**src/i2cblm_pkg.sv**
```systemverilog
`timescale 1ns / 1ps

package i2cblm_pkg;

   // command codes carried by req_type
   localparam logic [2:0] CMD_START = 3'd0;
   localparam logic [2:0] CMD_STOP  = 3'd1;
   localparam logic [2:0] CMD_WRITE = 3'd2;
   localparam logic [2:0] CMD_READ  = 3'd3;
   localparam logic [2:0] CMD_WAIT  = 3'd4;

   // sequencer phases
   localparam logic [4:0] PH_IDLE    = 5'd0;
   localparam logic [4:0] PH_ST_A    = 5'd1;
   localparam logic [4:0] PH_ST_B    = 5'd2;
   localparam logic [4:0] PH_SP_A    = 5'd3;
   localparam logic [4:0] PH_SP_B    = 5'd4;
   localparam logic [4:0] PH_SP_C    = 5'd5;
   localparam logic [4:0] PH_WR_PRE  = 5'd6;
   localparam logic [4:0] PH_WR_DATA = 5'd7;
   localparam logic [4:0] PH_WR_HIGH = 5'd8;
   localparam logic [4:0] PH_RD_LOW  = 5'd9;
   localparam logic [4:0] PH_RD_HIGH = 5'd10;
   localparam logic [4:0] PH_RD_HOLD = 5'd11;
   localparam logic [4:0] PH_RD_ACKL = 5'd12;
   localparam logic [4:0] PH_RD_ACKH = 5'd13;
   localparam logic [4:0] PH_WA_REL  = 5'd14;
   localparam logic [4:0] PH_WA_HIGH = 5'd15;
   localparam logic [4:0] PH_WA_POLL = 5'd16;

   // configuration register indexes
   localparam logic REG_HALF_DELAY  = 1'b0;
   localparam logic REG_ACK_TIMEOUT = 1'b1;

   localparam logic [15:0] HALF_DELAY_RESET  = 16'd5;
   localparam logic [7:0]  ACK_TIMEOUT_RESET = 8'd250;
   localparam logic [3:0]  BITS_PER_BYTE     = 4'd8;

   typedef struct packed {
      logic [4:0]  phase;
      logic [2:0]  cmd;
      logic [15:0] delay;
      logic [3:0]  bits;
      logic [7:0]  shift;
      logic [7:0]  poll;
      logic        ack_choice;
      logic        scl;
      logic        sda;
      logic        drv;
      logic [7:0]  rx;
      logic        tflag;
   } seq_state_type;

   localparam seq_state_type SEQ_RESET = '{
      phase: PH_IDLE, cmd: 3'd0, delay: 16'd0, bits: 4'd0, shift: 8'd0,
      poll: 8'd0, ack_choice: 1'b0, scl: 1'b1, sda: 1'b1, drv: 1'b0,
      rx: 8'd0, tflag: 1'b0};

   typedef struct packed {
      logic       valid;
      logic [2:0] kind;
      logic [7:0] tx_byte;
      logic       send_ack;
      logic       sda_in;
   } seq_cmd_type;

endpackage

```
**src/i2c_bit_level_master_core.sv**
```systemverilog
`timescale 1ns / 1ps

// result: the result of an item sits in the output register in the cycle after it is taken
// throughput: one item per cycle while the output side accepts, each item is one bus tick of the sequencer
// a waiting result does not block the next item unless the output side stalls
// reset (synchronous, active high): idle, scl high, sda released, registers at defaults
module i2c_bit_level_master_core (
   input  logic        clock,
   input  logic        reset,
   input  logic        req_tvalid,
   output logic        req_tready,
   input  logic [15:0] req_tdata,   // req_valid, req_type[2:0], tx_byte[7:0], send_ack, sda_in
   output logic        rsp_tvalid,
   input  logic        rsp_tready,
   output logic [15:0] rsp_tdata,   // scl, sda_out, sda_drive, busy_res, done_res,
                                    // rx_byte[7:0], ack_missing
   input  logic        csr_we,
   input  logic        csr_index,
   input  logic [15:0] csr_wdata
);
   import i2cblm_pkg::*;

   seq_state_type state_ff, state_in;
   seq_cmd_type   cmd;
   logic [15:0]   half_delay_ff;
   logic [7:0]    ack_timeout_ff;
   logic          rsp_valid_ff;
   logic [15:0]   rsp_data_ff, rsp_data_in;
   logic          done;
   logic          take;

   assign cmd.valid    = req_tdata[0];
   assign cmd.kind     = req_tdata[3:1];
   assign cmd.tx_byte  = req_tdata[11:4];
   assign cmd.send_ack = req_tdata[12];
   assign cmd.sda_in   = req_tdata[13];

   i2cblm_step u_step (
      .cur         (state_ff),
      .cmd_in      (cmd),
      .half_delay  (half_delay_ff),
      .ack_timeout (ack_timeout_ff),
      .nxt         (state_in),
      .done        (done)
   );

   assign req_tready = !rsp_valid_ff || rsp_tready;
   assign take       = req_tvalid && req_tready;

   assign rsp_data_in = {2'b00, state_in.tflag, state_in.rx, done,
                         (state_in.phase != PH_IDLE), state_in.drv,
                         state_in.sda, state_in.scl};

   always_ff @(posedge clock) begin
      if (reset) begin
         state_ff       <= SEQ_RESET;
         half_delay_ff  <= HALF_DELAY_RESET;
         ack_timeout_ff <= ACK_TIMEOUT_RESET;
         rsp_valid_ff   <= 1'b0;
      end else begin
         if (csr_we) begin
            unique case (csr_index)
               REG_HALF_DELAY:  half_delay_ff  <= csr_wdata;
               REG_ACK_TIMEOUT: ack_timeout_ff <= csr_wdata[7:0];
               default:         ;
            endcase
         end
         if (take) begin
            state_ff     <= state_in;
            rsp_valid_ff <= 1'b1;
         end else if (rsp_tready) begin
            rsp_valid_ff <= 1'b0;
         end
      end
   end

   always_ff @(posedge clock) begin
      if (take) rsp_data_ff <= rsp_data_in;
   end

   assign rsp_tvalid = rsp_valid_ff;
   assign rsp_tdata  = rsp_data_ff;

endmodule

```
**src/i2cblm_step.sv**
```systemverilog
`timescale 1ns / 1ps

module i2cblm_step (
   input  i2cblm_pkg::seq_state_type cur,
   input  i2cblm_pkg::seq_cmd_type   cmd_in,
   input  logic [15:0]               half_delay,
   input  logic [7:0]                ack_timeout,
   output i2cblm_pkg::seq_state_type nxt,
   output logic                      done
);
   import i2cblm_pkg::*;

   logic [15:0] dly_load;

   assign dly_load = (half_delay != 16'd0) ? half_delay : 16'd1;

   always_comb begin
      nxt  = cur;
      done = 1'b0;
      if (cur.phase == PH_IDLE) begin
         if (cmd_in.valid && cmd_in.kind <= CMD_WAIT) begin
            nxt.cmd   = cmd_in.kind;
            nxt.bits  = 4'd0;
            nxt.delay = dly_load;
            unique case (cmd_in.kind)
               CMD_START: begin
                  nxt.scl = 1'b1; nxt.drv = 1'b1; nxt.sda = 1'b1;
                  nxt.phase = PH_ST_A;
               end
               CMD_STOP: begin
                  nxt.scl = 1'b0; nxt.drv = 1'b1; nxt.sda = 1'b0;
                  nxt.phase = PH_SP_A;
               end
               CMD_WRITE: begin
                  nxt.shift = cmd_in.tx_byte; nxt.scl = 1'b0;
                  nxt.phase = PH_WR_PRE;
               end
               CMD_READ: begin
                  nxt.ack_choice = cmd_in.send_ack; nxt.shift = 8'd0;
                  nxt.drv = 1'b0; nxt.sda = 1'b1; nxt.scl = 1'b0;
                  nxt.phase = PH_RD_LOW;
               end
               default: begin
                  nxt.drv = 1'b0; nxt.sda = 1'b1;
                  nxt.phase = PH_WA_REL;
               end
            endcase
         end
      end else if (cur.phase == PH_SP_B) begin
         nxt.drv = 1'b1; nxt.sda = 1'b1;
         nxt.phase = PH_SP_C; nxt.delay = dly_load;
      end else if (cur.phase == PH_WA_POLL) begin
         if (!cmd_in.sda_in) begin
            nxt.scl = 1'b0; nxt.tflag = 1'b0; done = 1'b1;
         end else if (cur.poll >= ack_timeout) begin
            // no acknowledge: fall into the stop sequence
            nxt.scl = 1'b0; nxt.drv = 1'b1; nxt.sda = 1'b0;
            nxt.phase = PH_SP_A; nxt.delay = dly_load;
         end else begin
            nxt.poll = cur.poll + 8'd1;
         end
      end else if (cur.delay > 16'd1) begin
         nxt.delay = cur.delay - 16'd1;
      end else begin
         nxt.delay = 16'd0;
         unique case (cur.phase)
            PH_RD_HIGH: begin
               nxt.shift = {cur.shift[6:0], cmd_in.sda_in};
               nxt.bits  = cur.bits + 4'd1;
               nxt.phase = PH_RD_HOLD; nxt.delay = dly_load;
            end
            PH_ST_A: begin
               nxt.drv = 1'b1; nxt.sda = 1'b0;
               nxt.phase = PH_ST_B; nxt.delay = dly_load;
            end
            PH_ST_B: begin
               nxt.scl = 1'b0; done = 1'b1;
            end
            PH_SP_A: begin
               nxt.scl = 1'b1; nxt.phase = PH_SP_B;
            end
            PH_SP_C: begin
               if (cur.cmd == CMD_WAIT) nxt.tflag = 1'b1;
               done = 1'b1;
            end
            PH_WR_PRE: begin
               if (cur.bits >= BITS_PER_BYTE) begin
                  done = 1'b1;
               end else begin
                  nxt.drv = 1'b1; nxt.sda = cur.shift[7];
                  nxt.shift = {cur.shift[6:0], 1'b0};
                  nxt.phase = PH_WR_DATA; nxt.delay = dly_load;
               end
            end
            PH_WR_DATA: begin
               nxt.scl = 1'b1; nxt.phase = PH_WR_HIGH; nxt.delay = dly_load;
            end
            PH_WR_HIGH: begin
               nxt.scl = 1'b0; nxt.bits = cur.bits + 4'd1;
               nxt.phase = PH_WR_PRE; nxt.delay = dly_load;
            end
            PH_RD_LOW: begin
               nxt.scl = 1'b1; nxt.phase = PH_RD_HIGH; nxt.delay = dly_load;
            end
            PH_RD_HOLD: begin
               nxt.scl = 1'b0; nxt.delay = dly_load;
               if (cur.bits < BITS_PER_BYTE) begin
                  nxt.phase = PH_RD_LOW;
               end else begin
                  nxt.rx = cur.shift;
                  nxt.drv = 1'b1; nxt.sda = ~cur.ack_choice;
                  nxt.phase = PH_RD_ACKL;
               end
            end
            PH_RD_ACKL: begin
               nxt.scl = 1'b1; nxt.phase = PH_RD_ACKH; nxt.delay = dly_load;
            end
            PH_RD_ACKH: begin
               nxt.scl = 1'b0; done = 1'b1;
            end
            PH_WA_REL: begin
               nxt.scl = 1'b1; nxt.phase = PH_WA_HIGH; nxt.delay = dly_load;
            end
            PH_WA_HIGH: begin
               nxt.phase = PH_WA_POLL; nxt.poll = 8'd0;
            end
            default: begin
               // unused phase codes fall back to idle
               done = 1'b1;
            end
         endcase
      end
      if (done) nxt.phase = PH_IDLE;
   end

endmodule
```
**config.mk**
```make
export PLATFORM = sky130hd
export DESIGN_NAME = i2c_bit_level_master_core
export DESIGN_NICKNAME = d
export VERILOG_FILES = /design/src/i2cblm_pkg.sv /design/src/i2c_bit_level_master_core.sv /design/src/i2cblm_step.sv
export SDC_FILE = /design/constraint.sdc
export NUM_CORES = 1
export LEC_CHECK = 0
export BUFFER_PORTS_ARGS = -buffer_cell sky130_fd_sc_hd__buf_2
export CAP_MARGIN = 20
export CORE_MARGIN = 1
export CORE_UTILIZATION = 54
export DETAILED_ROUTE_END_ITERATION = 10
export PLACE_DENSITY = 0.73
export SETUP_SLACK_MARGIN = 0.15
export SYNTH_ARGS = -nofsm -noshare
export SYNTH_HDL_FRONTEND = slang
export SYNTH_HIERARCHICAL = 1
export SYNTH_SLANG_ARGS = --single-unit
```
**constraint.sdc**
```tcl
create_clock -name clock -period 6 [get_ports clock]
set_input_delay 0.3 -clock clock [delete_from_list [all_inputs] [get_ports clock]]
set_output_delay 0.3 -clock clock [all_outputs]
set_load 0.01 [all_outputs]
```
==> metrics.txt, run 1 <==
Mapped Area between 6000 and 7000 µm²; First-pass DRT Iterations 5; post-synthesis sequential area ratio about a third; die area ~12000 µm²; CTS hold repair buffers 0; fmax between 300 and 400 MHz; total power draw 2.07 mW; routability-driven placement congestion ratio about 0.92; final WL ~16 mm; P per Cell Area slightly above 300 nW/µm²; GRT Total Usage 27.7%; critical path arrival 3.52 ns; synthesis-to-finish area growth 7.81%; Critical Path Source Type register; Total Nets Final 831; Crit Path Class register to register; Peak VDD IR 0.177 mV; vias in the first global route approximately 5200; Avg Cell Area, Syn 8.09 µm²; Synth Instances around 770; Hold Path Stages 3; Port Buffer Count just over 50; post-CTS setup buffer count 0; Hold Path End half_delay_ff[11]; Hold WC Path Type input pin to register; Clock transition at path regs 0.07 ns; Num CTS Buffers 9; wire per inst around 17 µm; RSZ-0062 raised after global routing false; synth cell count leaders nand2_1, dfxtp_1, a21oi_1, nand3_1, nor2_1; TNS Setup 0 ns; first-pass GRT wire length roughly 26 mm; H-tree depth 3; CTS tree yes; FF/Latch Area between 2000 and 2500 µm²; min cycle time layout around 3.3 ns; Row Count 38; share of cells above drive strength 1 between 10% and 20%; top_reg_cell synth dfxtp_1; Setup Viol. Count Final 0; Worst setup EP type register; final worst-path cycle share a little over half; Routed Antenna Nets 0; io pins 56; post-DP HPWL ~11 mm; highest net fanout along the worst path 11; R2R Path Start state_ff[13]; synth top area cells dfxtp_1, edfxtp_1, nand2_1, a21oi_1, nand3_1; Pleak 2.67 nW; status completed; share of the synthesized area in the top cell type approximately a quarter; Initial Utilization a little under three fifths; multi-input combinational cell area about 3800 µm²; Slew HR a little over a quarter; clk sinks 96; Detailed Route Iter0 Violations between 500 and 600; pins over their slew limit 0; Vias/cell about 6.2; worst-margin pin slew approximately 1.1 ns; Post-synth EDFFs 14; Final WS setup roughly 2.7 ns; initial antenna violation count 0; die span in y roughly 110 µm; RR Endpoint state_ff[20]; Core Area about 11000 µm²; Synth async-reset ratio 0%; # DRC 0; R2R cell count 10; Fin. Hold Viols 0; DR vias about 5700; Setup WS pre-CTS about 2.9 ns; Unique masters post-synth slightly above 70; Synth warnings 6; Max Cap Viol 0; final setup skew 0.00817 ns; Yosys top cell by area dfxtp_1; top-count cell post-synth nand2_1; Hold WS roughly 0.19 ns; hold path startpoint csr_wdata[11]; FF-to-FF setup slack between 2 and 3 ns; FILL cells between 900 and 1000; largest net degree at the start of global routing 85; clk_lat worst skew ~0.35 ns; cts repair resizes 0; Antenna Cells 0; clock buffer depth 2; critical path data required time between 6 and 7 ns; total grt overflow 0; Die X 110 µm; flops & latches, synth 96; root buf cell clkbuf_16
==> critical path, cell delays in order, from the launching register on <==
cell and delay [ns]:
dfxtp_1 0.40, inv_1 0.07, ha_1 0.28, nand2b_1 0.14
a2111oi_0 0.55, o31ai_1 0.35, nor2_1 0.72, nand4_1 0.21
mux2i_1 0.19, nand3_1 0.08, a21oi_1 0.17
==> area by class of cell <==
cell class | instances | area share, %
multi-input cells | 595 | 56.2
clock inverters | 6 | 1.43
flip-flops and latches | 96 | 30.5
clock buffers | 10 | 3.54
repair buffers | 58 | 4.60
well taps | 140 | 2.59
inverters | 20 | 1.11
==> worst max-delay path by stage <==
stage                       startpoint      endpoint  slack, ns  cells past startpoint
after CTS                 state_ff[13]  state_ff[20]       2.84                     10
after floorplan           state_ff[13]  state_ff[41]       3.53                     11
after global placement    state_ff[53]  state_ff[24]       2.84                      8
final                     state_ff[13]  state_ff[20]       2.74                     10
after global routing      state_ff[13]  state_ff[17]       2.55                     10
after detailed placement  state_ff[13]  state_ff[18]       2.87                     10
==> layer usage <==
metal | up-vias | part of all wire [%] | global-route usage [%]
li1 | 2822 | - | -
met1 | 2651 | 44 | 35.6
met2 | 199 | 48 | 46.5
met3 | 26 | 5.6 | 3.91
met4 | 0 | 2.2 | 11.7
met5 | - | 0 | 0
==> flip-flops by register name, indices dropped and copies added, names as in the netlist <==
| name | count |
|---|---|
| ack_timeout_ff | 8 |
| rsp_tdata | 14 |
| state_ff | 57 |
| half_delay_ff | 16 |
| rsp_tvalid | 1 |
==> power breakdown <==
part / internal [mW] / switching (mW) / leakage (nW)
clock network: 0.383 / 0.264 / 0.162
registers: 0.694 / 0.0511 / 0.801
logic: 0.258 / 0.423 / 1.71
total: 1.34 / 0.739 / 2.67
==> metrics by stage <==
step,instances,utilization (%),instance area (µm²)
after global placement,909,57.9,6420
final,925,61.0,6750
after detailed placement,909,57.9,6420
after floorplan,775,-,6270
after global routing,925,61.0,6750
after CTS,925,61.0,6750
==> cell usage in the layout, fill, tap and decap left out, types with 5 or more instances in the layout <==
cell | netlist | routed
dfxtp_1 | 82 | 82
nor3_1 | 17 | 17
nor2_1 | 33 | 33
a21oi_1 | 77 | 77
a211o_1 | 8 | 8
buf_4 | 4 | 8
clkbuf_16 | 0 | 9
buf_2 | 14 | 50
and2_1 | 7 | 7
a21oi_2 | 24 | 24
nor2b_1 | 6 | 6
o21ai_0 | 24 | 23
nand2b_1 | 11 | 11
o22ai_1 | 5 | 5
ha_1 | 13 | 13
nor4_1 | 9 | 9
and3_1 | 9 | 9
mux2_2 | 10 | 10
mux2i_1 | 8 | 8
edfxtp_1 | 14 | 14
or2_2 | 7 | 7
inv_1 | 19 | 19
nand2_1 | 103 | 103
a21bo_2 | 32 | 32
a221o_1 | 14 | 14
a21bo_1 | 23 | 23
a22oi_1 | 9 | 9
nand3_1 | 69 | 69
nand4_1 | 8 | 8
o21a_1 | 6 | 6
a21o_1 | 5 | 5
==> logic make-up (layout without fill, tap and decap cells) <==
logic type,after synthesis,in the layout,share of synthesized area [%]
AO/OA/AOI/OAI,256,256,30.4
XOR/XNOR,3,3,0.420
adder cells (fa/ha/maj),13,13,2.60
buffers and inverters,84,94,6.55
flip-flops,96,96,32.9
multiplexers,18,18,3.08
other,1,2,0.0599
AND/OR/NAND/NOR,303,303,24.0
No activity file was read; power rests on OpenSTA's default activity.
==> inputs of run 2 (changes only) <==
Settings changed: PLACE_DENSITY 0.73 to 0.76.
Clock period 6 ns to 2.7 ns, I/O delays scaled along.
==> metrics.txt, run 2 (synthesized netlist as in run 1, its figures left out) <==
post-DP HPWL 11.7 mm; CP max stage cell o311a_1; Critical Path Source Type register; FILL cells around 930; status completed; CP max stage delay approximately 0.44 ns; Initial Utilization 56.5%; total grt overflow 0; critical path data required time just under 3 ns; # DRC 0; Row Count 38; fmax approximately 400 MHz; total power draw a little under 5 mW; clk_lat worst skew between 0.3 and 0.4 ns; worst path cell trace inv_1 > ha_1 > nand2b_4 > a2111oi_4 > o311a_1 > a211o_4 > buf_12 > o21a_1 > a211o_1 > nand3_1 > a21oi_2; synthesis-to-finish area growth 15.8%; Placed Cells incl. Taps 949; FF-to-FF setup slack 0.18 ns; worst-margin pin slew between 0.9 and 1 ns; Worst setup EP type register; highest net fanout along the worst path 8; CTS hold repair buffers 0; Antenna Cells 0; final setup skew approximately 0.011 ns; Pleak 2.94 nW; routability-driven placement congestion ratio 0.929; RSZ-0062 raised after global routing true; RR Endpoint state_ff[35]; Slew HR 33.8%; commonest non-fill, non-tap cell in the layout nand2_1; Routed Antenna Nets 0; initial antenna violation count 0; Hold WS 0.0187 ns; GRT Total Usage between 20% and 30%; P per Cell Area ~670 nW/µm²; Total Nets Final between 800 and 900; design area about 7300 µm²; Setup Viol. Count Final 0; DP Area 6770 µm²; Peak VDD IR 0.431 mV; Vias/cell between 6 and 7; critical path depth in cells 11; clk sinks 96; Num CTS Buffers 9; Worst Path Buf+Inv 2; fin util between 60% and 70%; Crit Path Class register to register; min cycle time layout around 2.5 ns; Critical Path Start state_ff[13]; die area between 10000 and 15000 µm²; final worst-path cycle share just over 90%; R2R cell count 11; final WL between 15 and 20 mm; critical path arrival 2.72 ns; Final Non-Filler Cells between 900 and 1000; die span in y around 110 µm; wire per inst around 18 µm; worst setup path endpoint state_ff[35]; clock buffer depth 2; commonest non-fill, non-tap cells in the layout nand2_1, a21oi_1, dfxtp_1; pins over their slew limit 0; DR vias about 6100; max FFs per register 57; H-tree depth 3; Core Area 11100 µm²; root buf cell clkbuf_16; uppermost routed layer met4; cell family with most CP delay compound AO/OA/AOI/OAI gates; met3 WL roughly 1.2 mm; Die X between 100 and 150 µm; routed metal-1 wirelength ~7.5 mm; Reg with most FFs state_ff; Detailed Route Iter0 Violations 527; First-pass DRT Iterations 5; Max Cap Viol 0; Hold WC Path Type input pin to register; vias in the first global route around 5600; io pins 56; R2R Path Start state_ff[13]; Port Buffer Count 51; share of cells above drive strength 1 about a quarter; CTS tree yes; first-pass GRT wire length 27.4 mm; largest net degree at the start of global routing around 110; met2 WL roughly 8.3 mm; Fin. Hold Viols 0; Clock transition at path regs around 0.070 ns
-- run 2: worst reg2reg max path, stage by stage (launching register included) --
cell and delay, ns:
dfxtp_2 0.33, inv_1 0.04, ha_1 0.27, nand2b_4 0.12, a2111oi_4 0.08, o311a_1 0.45, a211o_4 0.34, buf_12 0.16
o21a_1 0.17, a211o_1 0.27, nand3_1 0.10, a21oi_2 0.06
-- run 2: how the worst min path moves through the flow --
stage	slack [ns]	start	depth (start not counted)	to
global route	0.03	csr_wdata[2]	3	half_delay_ff[2]
floorplan	0.26	csr_wdata[0]	2	half_delay_ff[0]
CTS	0.01	csr_wdata[2]	3	half_delay_ff[2]
finish	0.02	csr_wdata[2]	3	half_delay_ff[2]
detailed placement	0.37	csr_wdata[2]	3	half_delay_ff[2]
global placement	0.37	csr_wdata[2]	3	half_delay_ff[2]
-- run 2: through the flow --
stage	TNS, ns	setup slack, ns
6_report	0	0.183
5_1_grt	0	0.115
4_1_cts	0	0.153
3_5_place_dp	-0.124	-0.0363
3_3_place_gp	0	0.0325
2_1_floorplan	0	0.225
-- run 2: layout make-up --
cell class	count	area, µm²	share of cell area [%]
Tap cell	140	175	2.41
Multi-Input combinational cell	595	3920	54.0
Timing Repair Buffer	104	723	9.97
Clock buffer	10	229	3.16
Sequential cell	96	2070	28.5
Inverter	20	80.1	1.10
Clock inverter	6	58.8	0.810
-- run 2: power breakdown --
part	leakage (nW)	switching, mW	internal (mW)
Sequential	0.804	0.100	1.55
Combinational	2.00	1.08	0.857
Clock	0.138	0.571	0.714
Total	2.94	1.75	3.12
-- run 2: timing repair --
item	4_1_cts	5_1_grt
gates resized for setup	2	29
pin swaps	1	10
setup endpoints to repair	20	51
cloned	0	1
buffers inserted	1	4
-- run 2: routing by layer --
metal  vias up  global-route usage [%]
met5         -                       0
met4         0                    12.7
met3        43                    4.80
met2       243                    48.8
met1      2860                    37.7
li1       2915                       -
==> inputs of run 3 (changes only) <==
==> constraint.sdc (replaced) <==
create_clock -name clock -period 2.03 [get_ports clock]
set_input_delay 0.1015 -clock clock [delete_from_list [all_inputs] [get_ports clock]]
set_output_delay 0.1015 -clock clock [all_outputs]
set_load 0.05 [all_outputs]
==> metrics.txt, run 3 (synthesized netlist as in run 1, its figures left out) <==
RSZ-0062 raised after global routing true; GRT Total Usage a little over a third; fin util between 70% and 80%; P per Cell Area roughly 900 nW/µm²; critical path arrival between 2 and 3 ns; FF/Latch Area about 2100 µm²; H-tree depth 3; wire per inst between 15 and 20 µm; Reg with most FFs state_ff; critical path data required time approximately 2.3 ns; status finished, violations left; Row Count 38; Pleak 3.66 nW; commonest non-fill, non-tap cell in the layout buf_4; io pins 56; Detailed Route Iter0 Violations 730; CTS tree yes; Setup Viol. Count Final 66; multi-input combinational cell area around 4400 µm²; highest net fanout along the worst path 4; Core Area ~11000 µm²; initial antenna violation count 0; worst-margin pin slew 0.562 ns; Routed Antenna Nets 0; Total Nets Final approximately 1000; Die X about 110 µm; Port Buffer Count between 50 and 60; fmax between 400 and 500 MHz; failing checks setup timing; DR vias between 6000 and 7000; Setup WS pre-CTS -0.461 ns; root buf cell clkbuf_16; hold path startpoint csr_wdata[1]; Max Cap Viol 0; Peak VDD IR 0.694 mV; Clock transition at path regs 0.07 ns; Crit Path Class register to register; Fin. Hold Viols 0; # DRC 0; Worst setup EP type register; clk_lat worst skew between 0.3 and 0.4 ns; Initial Utilization a little under three fifths; clock buffer depth 2; routability-driven placement congestion ratio 0.968; total grt overflow 0; share of cells above drive strength 1 a little under half; clk sinks 96; vias in the first global route 6671; min cycle time layout between 2 and 2.5 ns; post-DP HPWL between 10 and 15 mm; die area roughly 12000 µm²; First-pass DRT Iterations 5; max FFs per register 57; synthesis-to-finish area growth 41.5%; pins over their slew limit 0; Slew HR about 63%; Vias/cell around 6.3; Antenna Cells 0; Critical Path Start state_ff[43]; Hold WC Path Type input pin to register; first-pass GRT wire length between 30 and 40 mm; R2R Path Start state_ff[43]; Final WS setup -0.373 ns; die span in y about 110 µm; final worst-path cycle share 118%; final WL between 20 and 25 mm; commonest non-fill, non-tap cells in the layout buf_4, nand2_1, dfxtp_1; final setup skew approximately 0.005 ns; largest net degree at the start of global routing 76; FILL cells between 700 and 800; Num CTS Buffers 9; Critical Path Source Type register
[run 3: worst paths after layout]
check	to	slack, ns	cells after the start
worst max register to register	state_ff[53]	-0.37	9
worst min register to register	half_delay_ff[1]	0.48	2
worst min-delay path	half_delay_ff[1]	0.006	3
worst max-delay path	state_ff[53]	-0.37	9
[run 3: per-layer routing]
| metal | share of wire (%) | global-route usage, % |
|---|---|---|
| met5 | 0 | 0 |
| met4 | 4.7 | 20.2 |
| met3 | 6.4 | 4.98 |
| met2 | 48 | 60.5 |
| met1 | 41 | 41.8 |
[run 3: repair_timing]
action,4_1_cts,5_1_grt
gates cloned,3,0
hold buffers,11,0
resized for setup,114,35
endpoints found under the setup margin,68,71
setup buffers,18,5
hold endpoints to repair,12,0
pin swaps,65,20
[run 3: final cells by class]
cell class | count | share of cell area [%]
multi-input combinational | 596 | 49.6
sequential | 96 | 23.5
timing repair buffer | 235 | 20.5
clock buffer | 9 | 2.54
tap | 140 | 1.98
clock inverter | 7 | 0.932
inverter | 20 | 0.876
[run 3: through the flow]
step | setup TNS (ns) | power [mW] | hold slack, ns | instance area (µm²) | std cells
floorplan | -6.41 | 3.94 | 0.223 | 6370 | 775
global placement | -13.98 | 5.03 | 0.340 | 7610 | 1050
detailed placement | -18.66 | 5.12 | 0.346 | 7610 | 1050
CTS | -14.86 | 7.74 | 0.000804 | 8680 | 1098
global route | -23.03 | 8.31 | 0.0197 | 8860 | 1103
finish | -18.55 | 8.05 | 0.00612 | 8860 | 1103
[run 3: critical path: stages, from the launching register on]
cell,delay (ns)
dfxtp_2,0.32
or3_4,0.38
or2_4,0.28
nor3_4,0.28
xnor2_2,0.11
a2111o_1,0.40
a21oi_2,0.23
buf_4,0.15
nand3_2,0.06
a21oi_2,0.14
[run 3: report_power, final]
part	internal (mW)	total (mW)	switching [mW]	leakage [nW]
Sequential	2.06	2.16	0.0971	0.805
Clock	0.969	1.79	0.818	0.142
Combinational	2.03	4.11	2.08	2.71
Total	5.05	8.05	3.00	3.66
